==> src/rtl/tip_pkg.sv <==
// ----------------------------------------------------------------------------
// tip_pkg
// Shared types and constants of the piecewise-linear table lookup block.
// ----------------------------------------------------------------------------
package tip_pkg;

    // Default sizing of the breakpoint table and the value format.
    localparam int DEF_TABLE_DEPTH = 64;
    localparam int DEF_VALUE_BITS  = 32;

    // Fixed port widths.
    localparam int PORT_VALUE_W = 32;
    localparam int INDEX_W      = 6;
    localparam int NPTS_W       = 7;
    localparam int POS_W        = 7;
    localparam int PADDR_W      = 3;
    localparam int PDATA_W      = 32;

    // Operation codes of an input transfer.
    typedef enum logic {
        OP_LOAD  = 1'b0,
        OP_QUERY = 1'b1
    } t_op;

    // Register index, taken from paddr[2].
    typedef enum logic {
        REG_NUM_POINTS  = 1'b0,
        REG_CLIP_ENABLE = 1'b1
    } t_reg;

    // Result status codes.
    typedef enum logic [2:0] {
        ST_EXACT  = 3'd0,
        ST_INTERP = 3'd1,
        ST_CLIP   = 3'd2,
        ST_EXTRAP = 3'd3,
        ST_SAT    = 3'd4,
        ST_ZSPAN  = 3'd5
    } t_status;

    // One classified command between the front end and the engine.
    typedef struct packed {
        logic                    query;
        logic [INDEX_W-1:0]      idx;
        logic [PORT_VALUE_W-1:0] x;
        logic [PORT_VALUE_W-1:0] y;
    } t_cmd;

    // Configuration register contents.
    typedef struct packed {
        logic [NPTS_W-1:0] num_points;
        logic              clip_enable;
    } t_cfg;

endpackage

==> src/rtl/tip_front.sv <==
// ----------------------------------------------------------------------------
// tip_front
// Front end: configuration registers on the APB port, and classification of
// incoming transfers into load and query commands for the command queue.
// ----------------------------------------------------------------------------
module tip_front (
    input  logic                              i_clk,
    input  logic                              i_rst_n,
    input  logic                              psel,
    input  logic                              penable,
    input  logic                              pwrite,
    input  logic [tip_pkg::PADDR_W-1:0]       paddr,
    input  logic [tip_pkg::PDATA_W-1:0]       pwdata,
    output logic [tip_pkg::PDATA_W-1:0]       prdata,
    output logic                              pready,
    input  logic                              i_valid,
    input  logic                              i_op,
    input  logic [tip_pkg::INDEX_W-1:0]       i_entry_index,
    input  logic signed [tip_pkg::PORT_VALUE_W-1:0] i_x_value,
    input  logic signed [tip_pkg::PORT_VALUE_W-1:0] i_y_value,
    input  logic                              i_queue_full,
    output logic                              o_push,
    output tip_pkg::t_cmd                     o_cmd,
    output tip_pkg::t_cfg                     o_cfg
);
    import tip_pkg::*;

    t_cfg r_cfg;
    t_reg reg_sel;

    assign reg_sel = t_reg'(paddr[2]);
    assign pready  = 1'b1;

    // Register writes complete in the access phase.
    always_ff @(posedge i_clk) begin
        if (!i_rst_n) begin
            r_cfg.num_points  <= NPTS_W'(2);
            r_cfg.clip_enable <= 1'b1;
        end else if (psel && penable && pwrite) begin
            unique case (reg_sel)
                REG_NUM_POINTS:  r_cfg.num_points  <= pwdata[NPTS_W-1:0];
                REG_CLIP_ENABLE: r_cfg.clip_enable <= pwdata[0];
                default:         r_cfg             <= r_cfg;
            endcase
        end
    end

    // Register read back.
    always_comb begin
        unique case (reg_sel)
            REG_NUM_POINTS:  prdata = PDATA_W'(r_cfg.num_points);
            REG_CLIP_ENABLE: prdata = PDATA_W'(r_cfg.clip_enable);
            default:         prdata = '0;
        endcase
    end

    // Classify the transfer and hand it to the queue.
    assign o_push       = i_valid && !i_queue_full;
    assign o_cmd.query  = (t_op'(i_op) == OP_QUERY);
    assign o_cmd.idx    = i_entry_index;
    assign o_cmd.x      = i_x_value;
    assign o_cmd.y      = i_y_value;
    assign o_cfg        = r_cfg;

endmodule

==> config.mk <==
export PLATFORM = sky130hd
export DESIGN_NAME = tip_front
export DESIGN_NICKNAME = d
export VERILOG_FILES = /design/src/rtl/tip_pkg.sv /design/src/rtl/tip_front.sv
export SDC_FILE = /design/constraint.sdc
export NUM_CORES = 1
export LEC_CHECK = 0
export BUFFER_PORTS_ARGS = -buffer_cell sky130_fd_sc_hd__buf_2
export CORE_AREA = 5 5 84 86
export DETAILED_ROUTE_END_ITERATION = 8
export DIE_AREA = 0 0 89 91
export GPL_TIMING_DRIVEN = 0
export PLACE_DENSITY = 0.72
export SLEW_MARGIN = 20
export SYNTH_ARGS = -nofsm -noshare
export SYNTH_HDL_FRONTEND = slang
export SYNTH_SLANG_ARGS = --single-unit
==> constraint.sdc <==
create_clock -name i_clk -period 1.1 [get_ports i_clk]
set_input_delay 0.22 -clock i_clk [delete_from_list [all_inputs] [get_ports i_clk]]
set_output_delay 0.22 -clock i_clk [all_outputs]
set_load 0.01 [all_outputs]
==> reports/qor.yml <==
status: "complete, but fails checks"
violations: "setup timing"
cts_tree: "yes"
whs_ns: 0.2366
clockBufferDepth: 2
clk_pin_slew_worst_paths_ns: 0.04
clk-insertion-delay-late_ns: 0.23
cts_buffers: 3
synthesis.area_mm2: 0.001147
drcViolationCount: 0
wl_per_cell_um: 11.15
routed_wl_um: 3912
synthMostInstantiatedCell: "buf_4"
clock-sinks: 8
setup_viol: 1
dp.cells: 345
critical_path_class: "register to output port"
finalCriticalPeriod_ns: 1.150
area_growth_syn_to_layout_pct: 69.58
crit_slowest_cell: "dfxtp_2"
total_switching_power_uw: 363.9
power_leakage_uw: 0.001192
vias_per_cell: 3.291
grt_first_pass_wirelength_um: 5223
reg2reg_depth: 3
crit_fanout: 2
drt_iter0_drc: 2
rows: 29
final_layout_size_suffix_gt1_frac: 0.7993
grt_start_max_net_pins: 11
hp-class: "input pin to register"
ir_worst_vdd_v: 0.0004665
final_cells: 351
fin_ws_ns: -0.04972
grt_usage: 0.08394
gp_congestion: 0.6328
io_buffers: 101
critPathLaunchType: "register"
ys_warn_count: 0
hold_path_depth: 3
die_w_um: 89
p_int_uw: 901.4
async_flop_share: 0
cpPeakStageDelay_ns: 0.32
synth_enable_flop_cells: 0
synth-seq-cells: 8
fin_skew_ns: 0
design_area_mm2: 0.001946
cp.required_ns: 0.88
crit_arrival_ns: 0.93
endpoint_kind: "output port"
met3_usage: 0.04887
cp_top_family: "flip-flops"
rr_startpoint: "o_cfg[0]"
synth_top_area_share: 0.6347
start_util: 0.1849
syn_inst: 143
avgSynthCellArea_um2: 8.023
largest_reg_flops: 8
htree_levels: 1
worst-path-buf-inv: 1
antenna_cells: 0
p_clk_frac: 0.274
dp_hpwl_um: 3568
dieArea_mm2: 0.008099
synth_common_cells: "97 x buf_4, 12 x nand2_1, 8 x dfxtp_1, 8 x mux2i_1, 6 x and2b_2"
core_mm2: 0.006205
vias: 1155
crit_cells: 2
placed_cell_area_mm2: 0.001839
ys_types: 12
slew_viol_final: 0
fmax_mhz: 869.8
cp_cell_sequence: "mux2_2, buf_6"
hold_viol: 0
reg2reg_to: "o_cfg[0]"
seq_power_share: 0.239
ff2ff_setup_slack_ns: 0.38
io-pin-count: 226
busiest_layer: "met2"
p_per_area_mw_per_mm2: 650.4
post-route-period-util: 1.045
yosysSeqAreaShare: 0.1396
p_comb_frac: 0.486
dr.pass1.iters: 2
synth_area_leader_cell: "buf_4"
grt_pass1_vias: 1160
drv_cap: 0
die_y_um: 91
grt_setup_unrepaired: "yes"
grt_remaining_overflow: 0
clock-root-buffer: "clkbuf_8"
synth.area.top_cells: "buf_4 63%, dfxtp_1 14%, mux2i_1 7.0%"
swShare: 0.2876
ant_nets: 0
gr-usage-met2: 0.1646
crit_start: "o_cfg[1]"
crit_end: "prdata[0]"
grt_util_met1: 0.07139
antenna_found_initial: 0
fin_nets: 389
synthFlopType: "dfxtp_1"
## layer usage
layer | wire length, um | up-vias
li1 | - | 580
met1 | 1065 | 454
met5 | 0 | -
met4 | 21 | 0
met3 | 801 | 2
met2 | 2024 | 119
## placed cells by master, fill, tap and decap left out, types with 3 or more instances in the layout
| cell | count |
|---|---|
| buf_4 | 100 |
| buf_2 | 95 |
| conb_1 | 26 |
| nand2_1 | 12 |
| mux2i_1 | 8 |
| dfxtp_2 | 7 |
| and2b_2 | 6 |
| buf_6 | 6 |
| nor2b_1 | 5 |
| clkbuf_8 | 3 |
## worst min-delay path, stage by stage
cell	delay (ns)
buf_2	0.10
nand2_1	0.05
mux2i_1	0.06
## power by group through the flow
stage	clock, uW	sequential (uW)	combinational, uW
CTS	366	302	613
floorplan	0	310	415
detailed placement	0	307	605
finish	347	303	615
global route	393	303	671
global placement	0	307	600
## per-stage QoR
stage          setup TNS (ns)  setup slack (ns)  power (uW)  utilization
3_3_place_gp         -0.03640          -0.03640       906.5       0.2964
3_5_place_dp          -0.1747          -0.03707       912.7       0.2964
4_1_cts              -0.05139          -0.05139        1281       0.3071
6_report             -0.04972          -0.04972        1265       0.3136
2_1_floorplan               0            0.2622       724.6            -
5_1_grt              -0.08605          -0.08081        1367       0.3136
## worst min path at each step
stage	from	end	slack [ns]
finish	pwdata[3]	o_cfg[4]	0.24
global route	pwdata[5]	o_cfg[6]	0.24
CTS	pwdata[3]	o_cfg[4]	0.23
detailed placement	o_cfg[7]	o_cfg[7]	0.46
global placement	o_cfg[6]	o_cfg[6]	0.46
floorplan	pwdata[2]	o_cfg[3]	0.36
## layout make-up
| cell class | instances | area (um2) |
|---|---|---|
| repair buffers | 104 | 561.8 |
| well taps | 77 | 96.34 |
| plain buffers | 99 | 743.2 |
| clock buffers | 3 | 41.29 |
| fillers | 680 | 4259 |
| flip-flops and latches | 8 | 168.9 |
| multi-input cells | 60 | 334.1 |
## repair_timing
item | in CTS | in global routing
gates resized for setup | 4 | 9
gates cloned | 0 | 0
endpoints found under the hold margin | 0 | 0
hold buffers | 0 | 0
setup endpoints to repair | 2 | 6
setup buffers | 2 | 1
## cell families (layout without fill, tap and decap cells)
kind of cell	after synthesis	count (layout)	share of synthesized area
and+or+nand+nor	25	25	0.1265
buffers and inverters	99	206	0.6478
DFF	8	8	0.1396
other	2	26	0.006546
muxes	9	9	0.07961
No activity file was read; power rests on OpenSTA's default activity.
