<file path="src/rtl/tip_pkg.sv">
// ----------------------------------------------------------------------------
// tip_pkg
// Shared types and constants of the piecewise-linear table lookup block.
// ----------------------------------------------------------------------------
package tip_pkg;

    // Default sizing of the breakpoint table and the value format.
    localparam int DEF_TABLE_DEPTH = 64;
    localparam int DEF_VALUE_BITS  = 32;

    // Fixed port widths.
    localparam int PORT_VALUE_W = 32;
    localparam int INDEX_W      = 6;
    localparam int NPTS_W       = 7;
    localparam int POS_W        = 7;
    localparam int PADDR_W      = 3;
    localparam int PDATA_W      = 32;

    // Operation codes of an input transfer.
    typedef enum logic {
        OP_LOAD  = 1'b0,
        OP_QUERY = 1'b1
    } t_op;

    // Register index, taken from paddr[2].
    typedef enum logic {
        REG_NUM_POINTS  = 1'b0,
        REG_CLIP_ENABLE = 1'b1
    } t_reg;

    // Result status codes.
    typedef enum logic [2:0] {
        ST_EXACT  = 3'd0,
        ST_INTERP = 3'd1,
        ST_CLIP   = 3'd2,
        ST_EXTRAP = 3'd3,
        ST_SAT    = 3'd4,
        ST_ZSPAN  = 3'd5
    } t_status;

    // One classified command between the front end and the engine.
    typedef struct packed {
        logic                    query;
        logic [INDEX_W-1:0]      idx;
        logic [PORT_VALUE_W-1:0] x;
        logic [PORT_VALUE_W-1:0] y;
    } t_cmd;

    // Configuration register contents.
    typedef struct packed {
        logic [NPTS_W-1:0] num_points;
        logic              clip_enable;
    } t_cfg;

endpackage

</file>
<file path="src/rtl/tip_queue.sv">
// ----------------------------------------------------------------------------
// tip_queue
// Two-entry command queue between the front end and the engine.
// ----------------------------------------------------------------------------
module tip_queue (
    input  logic          i_clk,
    input  logic          i_rst_n,
    input  logic          i_push,
    input  tip_pkg::t_cmd i_cmd,
    input  logic          i_pop,
    output tip_pkg::t_cmd o_cmd,
    output logic          o_full,
    output logic          o_empty
);
    import tip_pkg::*;

    localparam int QDEPTH = 2;

    t_cmd       r_mem [QDEPTH];
    logic       r_wr_ptr;
    logic       r_rd_ptr;
    logic [1:0] r_count;

    assign o_full  = (r_count == 2'(QDEPTH));
    assign o_empty = (r_count == 2'd0);
    assign o_cmd   = r_mem[r_rd_ptr];

    // Entry storage.
    always_ff @(posedge i_clk) begin
        if (i_push) begin
            r_mem[r_wr_ptr] <= i_cmd;
        end
    end

    // Pointers and fill count.
    always_ff @(posedge i_clk) begin
        if (!i_rst_n) begin
            r_wr_ptr <= 1'b0;
            r_rd_ptr <= 1'b0;
            r_count  <= 2'd0;
        end else begin
            if (i_push) begin
                r_wr_ptr <= !r_wr_ptr;
            end
            if (i_pop) begin
                r_rd_ptr <= !r_rd_ptr;
            end
            r_count <= r_count + 2'(i_push) - 2'(i_pop);
        end
    end

endmodule

</file>
<file path="config.mk">
export PLATFORM = sky130hd
export DESIGN_NAME = tip_queue
export DESIGN_NICKNAME = d
export VERILOG_FILES = /design/src/rtl/tip_pkg.sv /design/src/rtl/tip_queue.sv
export SDC_FILE = /design/constraint.sdc
export NUM_CORES = 1
export LEC_CHECK = 0
export ABC_AREA = 1
export BUFFER_PORTS_ARGS = -buffer_cell sky130_fd_sc_hd__buf_2
export CAP_MARGIN = 20
export CORE_ASPECT_RATIO = 1.5
export CORE_UTILIZATION = 35
export CTS_CLUSTER_SIZE = 12
export DETAILED_ROUTE_END_ITERATION = 8
export PLACE_DENSITY = 0.64
export SLEW_MARGIN = 20
export SYNTH_ARGS = -nofsm -noshare
export SYNTH_HDL_FRONTEND = slang
export SYNTH_SLANG_ARGS = --single-unit
</file>
<file path="constraint.sdc">
create_clock -name i_clk -period 3.9 [get_ports i_clk]
set_clock_uncertainty 0.15 [all_clocks]
set_input_delay 0.195 -clock i_clk [delete_from_list [all_inputs] [get_ports i_clk]]
set_output_delay 0.195 -clock i_clk [all_outputs]
set_load 0.005 [all_outputs]
</file>
==> results_dict.tcl, run 1 <==
set metrics [dict create \
    drt_wl_total_mm 10.6 \
    grt_pass1_wl_mm 15.7 \
    finalInstanceArea_um2 7980 \
    place_area_um2 6610 \
    die_h_um 158 \
    drc 0 \
    fin_tns_setup_ps 0 \
    grt.total_usage_pct 13.0 \
    r2r_setup_slack_ps 1880 \
    viasPerCell 4.27 \
    cts_setup_buffers 0 \
    worstReg2RegStart "r_wr_ptr$_SDFFE_PN0P_" \
    routedWlPerCell_um 15.0 \
    yosysSeqAreaShare_pct 76.5 \
    fin_nets 569 \
    min_from "r_rd_ptr$_SDFFE_PN0P_" \
    finalSetupViolations 0 \
    leakage_uw 0.00322 \
    layout_common_cells "buf_2 (147), edfxtp_1 (142), dlygate4sd3_1 (75)" \
    powerDensity_nw_per_um2 485 \
    clk_pin_slew_ps 60 \
    final_antenna_net_count 0 \
    clock_latency_ps 400 \
    syn_to_final_growth_pct 39.9 \
    fin_crit_ps 2440 \
    drt-initial-drc-count 87 \
    total_power_uw 3870 \
    grt_pass1_vias 3171 \
    fin_crit_sh_pct 62.5 \
    postSynthCellCount 254 \
    ios 148 \
    final_common_cell "buf_2" \
    grt_max_degree 48 \
    maxCapViolCount 0 \
    die_area_um2 16800 \
    route.met3.wl_um 364 \
    synth_seq_cells 147 \
    synth_area_um2 5700 \
    slew_headroom_pct 42.6 \
    start_kind "flip-flop" \
    wl_met1_mm 3.89 \
    synth.distinct_cells 12 \
    post_cts_resized 0 \
    via_count 3024 \
    tightest_slew_ps 860 \
    coreArea_um2 15800 \
    worstSetupPathType "reg2out" \
    drive_gt1_share_pct 50.5 \
    clockRootBuffer "clkbuf_16" \
    cts.path.max_buffers 2 \
    crit_end "o_cmd[29]" \
    irDropWorstVdd_mv 0.259 \
    cts_tree "yes" \
    critPathCaptureType "primary output" \
    cts_hold_buffers 75 \
    portBuffers 147 \
    num_rows 56 \
    cts_made_buffers 17 \
    start_util_pct 36.2 \
    drtPass1Iterations 4 \
    worst-r2r-cell-count 3 \
    status "finished clean" \
    gp_congestion 0.676 \
    fin_ws_ps 1460 \
    syn_nets 331 \
    highest-signal-layer "met4" \
    diodes 0 \
    numClockSinks 147 \
    path_max_fanout 37 \
    required_ps 3560 \
    pre_cts_slack_ps 1730 \
    synth_warnings 0 \
    finalHoldViolations 0 \
    syn_area_per_cell_um2 22.5 \
    min_path_type "reg2reg" \
    arrival_ps 2090 \
    overflow 0 \
    drv_slew 0 \
    antenna_found_initial 0 \
    hpwl_mm 6.59 \
    htreeDepth 4 \
    fmaxAchievable_ghz 0.410 \
    r2r_end "r_mem[1][45]$_DFFE_PP_" \
    rsz0062_at_grt "false" \
    die_x_um 106 \
    met2RoutedLength_mm 6.14 \
]
## synth_stat cells (all sizes together)
cell type	count	area share (%)
a21oi	1	0.088
buf	8	2.7
dfxtp	5	1.8
edfxtp	142	75
ha	2	0.44
inv	7	0.46
mux2	71	19
nand2	8	0.53
nand3	1	0.088
nor2	9	0.59
## logic make-up after synthesis
| logic type | share of synthesized area, % |
|---|---|
| simple gates | 1.21 |
| flops | 76.5 |
| fa+ha+maj | 0.439 |
| compound gates | 0.0877 |
| buf+inv | 3.12 |
| mux | 18.6 |
## critical path, stage by stage (launching register included)
cell and delay (ps):
dfxtp_4 810, buf_12 360, mux2_4 330, buf_2 150
## layout make-up
cell class                      count  area, µm²
Fill cell                        1291       7790
Sequential cell                   147       4370
Timing Repair Buffer              227       1570
Multi-Input combinational cell     92       1170
Clock buffer                       19        433
Tap cell                          203        254
Clock inverter                     13        159
Inverter                            7       27.5
## per-layer routing
layer  GRT usage [%]  vias to the layer above
met3            3.32                       17
met5               0                        -
met2            24.4                       79
met1            12.7                     1469
met4            7.54                        0
li1                -                     1459
## through the flow
step | hold slack, ps | cells | utilization [%]
2_1_floorplan | 138 | 254 | -
3_3_place_gp | 234 | 600 | 41.9
3_5_place_dp | 236 | 600 | 41.9
4_1_cts | 338 | 707 | 50.4
5_1_grt | 347 | 708 | 50.6
6_report | 358 | 708 | 50.6
## sequential cells by signal, summed over array words and instances, names as in the netlist, named ones only
signal	cells
r_count	2
r_mem	142
r_rd_ptr	1
r_wr_ptr	1
## worst min-delay path by stage
stage,end,cells after the start
after floorplan,r_count[0]$_SDFF_PN0_,2
after global placement,r_mem[0][20]$_DFFE_PP_,1
after detailed placement,r_mem[1][68]$_DFFE_PP_,1
after CTS,r_mem[0][20]$_DFFE_PP_,2
after global routing,r_mem[0][21]$_DFFE_PP_,2
final,flip-flop,2
## power breakdown
group	internal (µW)	leakage [µW]	total [µW]	switching (µW)
registers	1830	0.00138	1870	38.4
clock network	1010	0.000285	1610	603
logic	244	0.00156	398	155
total	3080	0.00322	3870	796
No activity file was read; power rests on OpenSTA's default activity.
==> run 2: changes to the inputs <==
--- a/config.mk
+++ b/config.mk
@@ -5,14 +5,14 @@
 export SDC_FILE = /design/constraint.sdc
 export NUM_CORES = 1
 export LEC_CHECK = 0
-export ABC_AREA = 1
+export ABC_AREA = 0
 export BUFFER_PORTS_ARGS = -buffer_cell sky130_fd_sc_hd__buf_2
 export CAP_MARGIN = 20
 export CORE_ASPECT_RATIO = 1.5
 export CORE_UTILIZATION = 35
 export CTS_CLUSTER_SIZE = 12
 export DETAILED_ROUTE_END_ITERATION = 8
-export PLACE_DENSITY = 0.64
+export PLACE_DENSITY = 0.62
 export SLEW_MARGIN = 20
 export SYNTH_ARGS = -nofsm -noshare
 export SYNTH_HDL_FRONTEND = slang
==> constraint.sdc (replaced) <==
create_clock -name i_clk -period 2.3 [get_ports i_clk]
set_clock_uncertainty 0.15 [all_clocks]
set_input_delay 0.115 -clock i_clk [delete_from_list [all_inputs] [get_ports i_clk]]
set_output_delay 0.115 -clock i_clk [all_outputs]
set_load 0.005 [all_outputs]
==> run 2 against run 1 <==
Highest routed layer unchanged; die area stayed put; sequential share of layout area down 0.26 points; flip-flop and latch count unchanged.
==> results_dict.tcl, run 2 <==
set metrics [dict create \
    cp_cell_sequence "buf_12 > mux2_4 > buf_2" \
    drtPass1Iterations 4 \
    fin_nets 559 \
    met2RoutedLength_mm 5.67 \
    final_common_cell "buf_2" \
    crit_family "flip-flops" \
    clk_pin_slew_ps 60 \
    die_x_um 106 \
    final_antenna_net_count 0 \
    layout_common_cells "buf_2 (147), edfxtp_1 (142), dlygate4sd3_1 (75)" \
    synth_seq_cells 147 \
    fin_crit_ps 2000 \
    status "finished clean" \
    largest_reg_flops 142 \
    cts_made_buffers 17 \
    grt_max_degree 38 \
    portBuffers 147 \
    fin_crit_sh_pct 87.1 \
    min_path_type "in2reg" \
    required_ps 2040 \
    drt_wl_total_mm 10.5 \
    wl_met1_mm 3.94 \
    die_h_um 158 \
    synth_area_leaders "edfxtp_1 (75%), mux2_4 (18%), buf_12 (2.5%)" \
    yosysTopAreaCellShare_pct 74.8 \
    syn_area_per_cell_um2 23.6 \
    finalSetupViolations 0 \
    num_rows 56 \
    overflow 0 \
    synthArstFlopShare_pct 0 \
    yosysSeqAreaShare_pct 76.5 \
    drive_gt1_share_pct 52.5 \
    critPathCaptureType "primary output" \
    clockRootBuffer "clkbuf_16" \
    synth.most_common_cell "edfxtp_1" \
    cts_tree "yes" \
    via_count 3027 \
    cts_setup_buffers 0 \
    ios 148 \
    hpwl_mm 6.74 \
    top_register "r_mem" \
    routedWlPerCell_um 15.0 \
    irDropWorstVdd_mv 0.420 \
    die_area_um2 16800 \
    fillCellCount 1306 \
    ys_top_cells_by_count "edfxtp_1 (142), mux2_4 (70), buf_12 (7)" \
    gp_congestion 0.712 \
    tightest_slew_ps 499 \
    maxCapViolCount 0 \
    finalHoldViolations 0 \
    drc 0 \
    grt.total_usage_pct 13.0 \
    powerDensity_nw_per_um2 825 \
    start_kind "flip-flop" \
    critPathMaxStageDelay_ps 560 \
    synth.largest_area_cell "edfxtp_1" \
    clock_latency_ps 410 \
    drt-initial-drc-count 119 \
    route.met3.wl_um 572 \
    fin_tns_setup_ps 0 \
    leakage_uw 0.00321 \
    finalInstanceArea_um2 8020 \
    grt_pass1_wl_mm 16.0 \
    synth_area_um2 5700 \
    synthFlopType "edfxtp_1" \
    syn_nets 319 \
    worst-path-buf-inv 2 \
    synth_edf_count 142 \
    postSynthCellCount 242 \
    slew_headroom_pct 66.7 \
    grt_pass1_vias 3181 \
    rsz0062_at_grt "false" \
    arrival_ps 1740 \
    reg.largest.list "r_mem x142, r_count x2" \
    htreeDepth 4 \
    drv_slew 0 \
    synth_warnings 0 \
    coreArea_um2 15800 \
    syn_to_final_growth_pct 40.6 \
    cp_slowest_cell "dfxtp_4" \
    viasPerCell 4.32 \
    cts.path.max_buffers 2 \
    synth.distinct_cells 14 \
    highest-signal-layer "met4" \
    post_cts_resized 0 \
    antenna_found_initial 3 \
    cts_hold_buffers 75 \
    start_util_pct 36.2 \
    worstSetupPathType "reg2out" \
    place_area_um2 6670 \
    numClockSinks 147 \
    path_max_fanout 26 \
    fmaxAchievable_ghz 0.499 \
]
## run 2: cell count changes after synthesis, sizes merged, moves of 4 or more
cell,change
and2,+4
inv,-5
nand2,-8
nor2,-8
nor2b,+4
## run 2: path summary, 6_finish.rpt
| kind | slack, ps | cells after the start | endpoint | start |
|---|---|---|---|---|
| worst min-delay path | 270 | 2 | r_mem[0][21]$_DFFE_PP_ | i_cmd[21] |
| worst max register to register | 600 | 3 | r_wr_ptr$_SDFFE_PN0P_ | r_wr_ptr$_SDFFE_PN0P_ |
| worst min register to register | 420 | 2 | flip-flop | r_rd_ptr$_SDFFE_PN0P_ |
| worst max-delay path | 300 | 3 | o_cmd[68] | flip-flop |
## run 2: cells by family after synthesis
family                     count (synthesis)  share of synthesized area (%)
AOI/OAI and AO/OA                          1                          0.132
and+or+nand+nor                            9                          0.943
xor gates and xnor gates                   2                          0.548
buffers and inverters                     10                           2.79
DFF                                      147                           76.5
adders and majority gates                  2                          0.439
muxes                                     71                           18.6
## run 2: layout make-up
cell class / count / area, µm² / share of cell area [%]
well taps: 203 / 254 / 3.17
clock inverters: 15 / 164 / 2.04
multi-input cells: 85 / 1190 / 14.8
repair buffers: 229 / 1600 / 20.0
inverters: 2 / 7.51 / 0.0936
diodes: 3 / 7.51 / 0.0936
flip-flops and latches: 147 / 4370 / 54.5
clock buffers: 17 / 425 / 5.31
## run 2: worst register-to-register path: stages, from the launching register on
cell	delay, ps
dfxtp_1	340
nor2b_4	430
o21a_1	190
dlygate4sd3_1	540
## run 2: per-layer routing
layer	global-route usage, %	vias to the layer above
met1	14.2	1464
met5	0	-
met4	8.13	0
met2	21.9	99
li1	-	1443
met3	3.85	21
## run 2: metrics by stage
step / hold WS, ps / cells / util [%] / setup WS [ps] / total power (µW)
2_1_floorplan: 63.9 / 242 / - / 335 / 3630
3_3_place_gp: 154 / 591 / 42.3 / 715 / 3870
3_5_place_dp: 156 / 591 / 42.3 / 694 / 3890
4_1_cts: 249 / 698 / 50.8 / 249 / 6730
5_1_grt: 260 / 701 / 50.9 / 206 / 6880
6_report: 274 / 701 / 50.9 / 297 / 6620
## run 2: where the power goes
group,internal [µW],switching (µW),total [µW]
sequential,3090,57.0,3150
combinational,477,292,769
clock,1540,1150,2700
total,5120,1500,6620
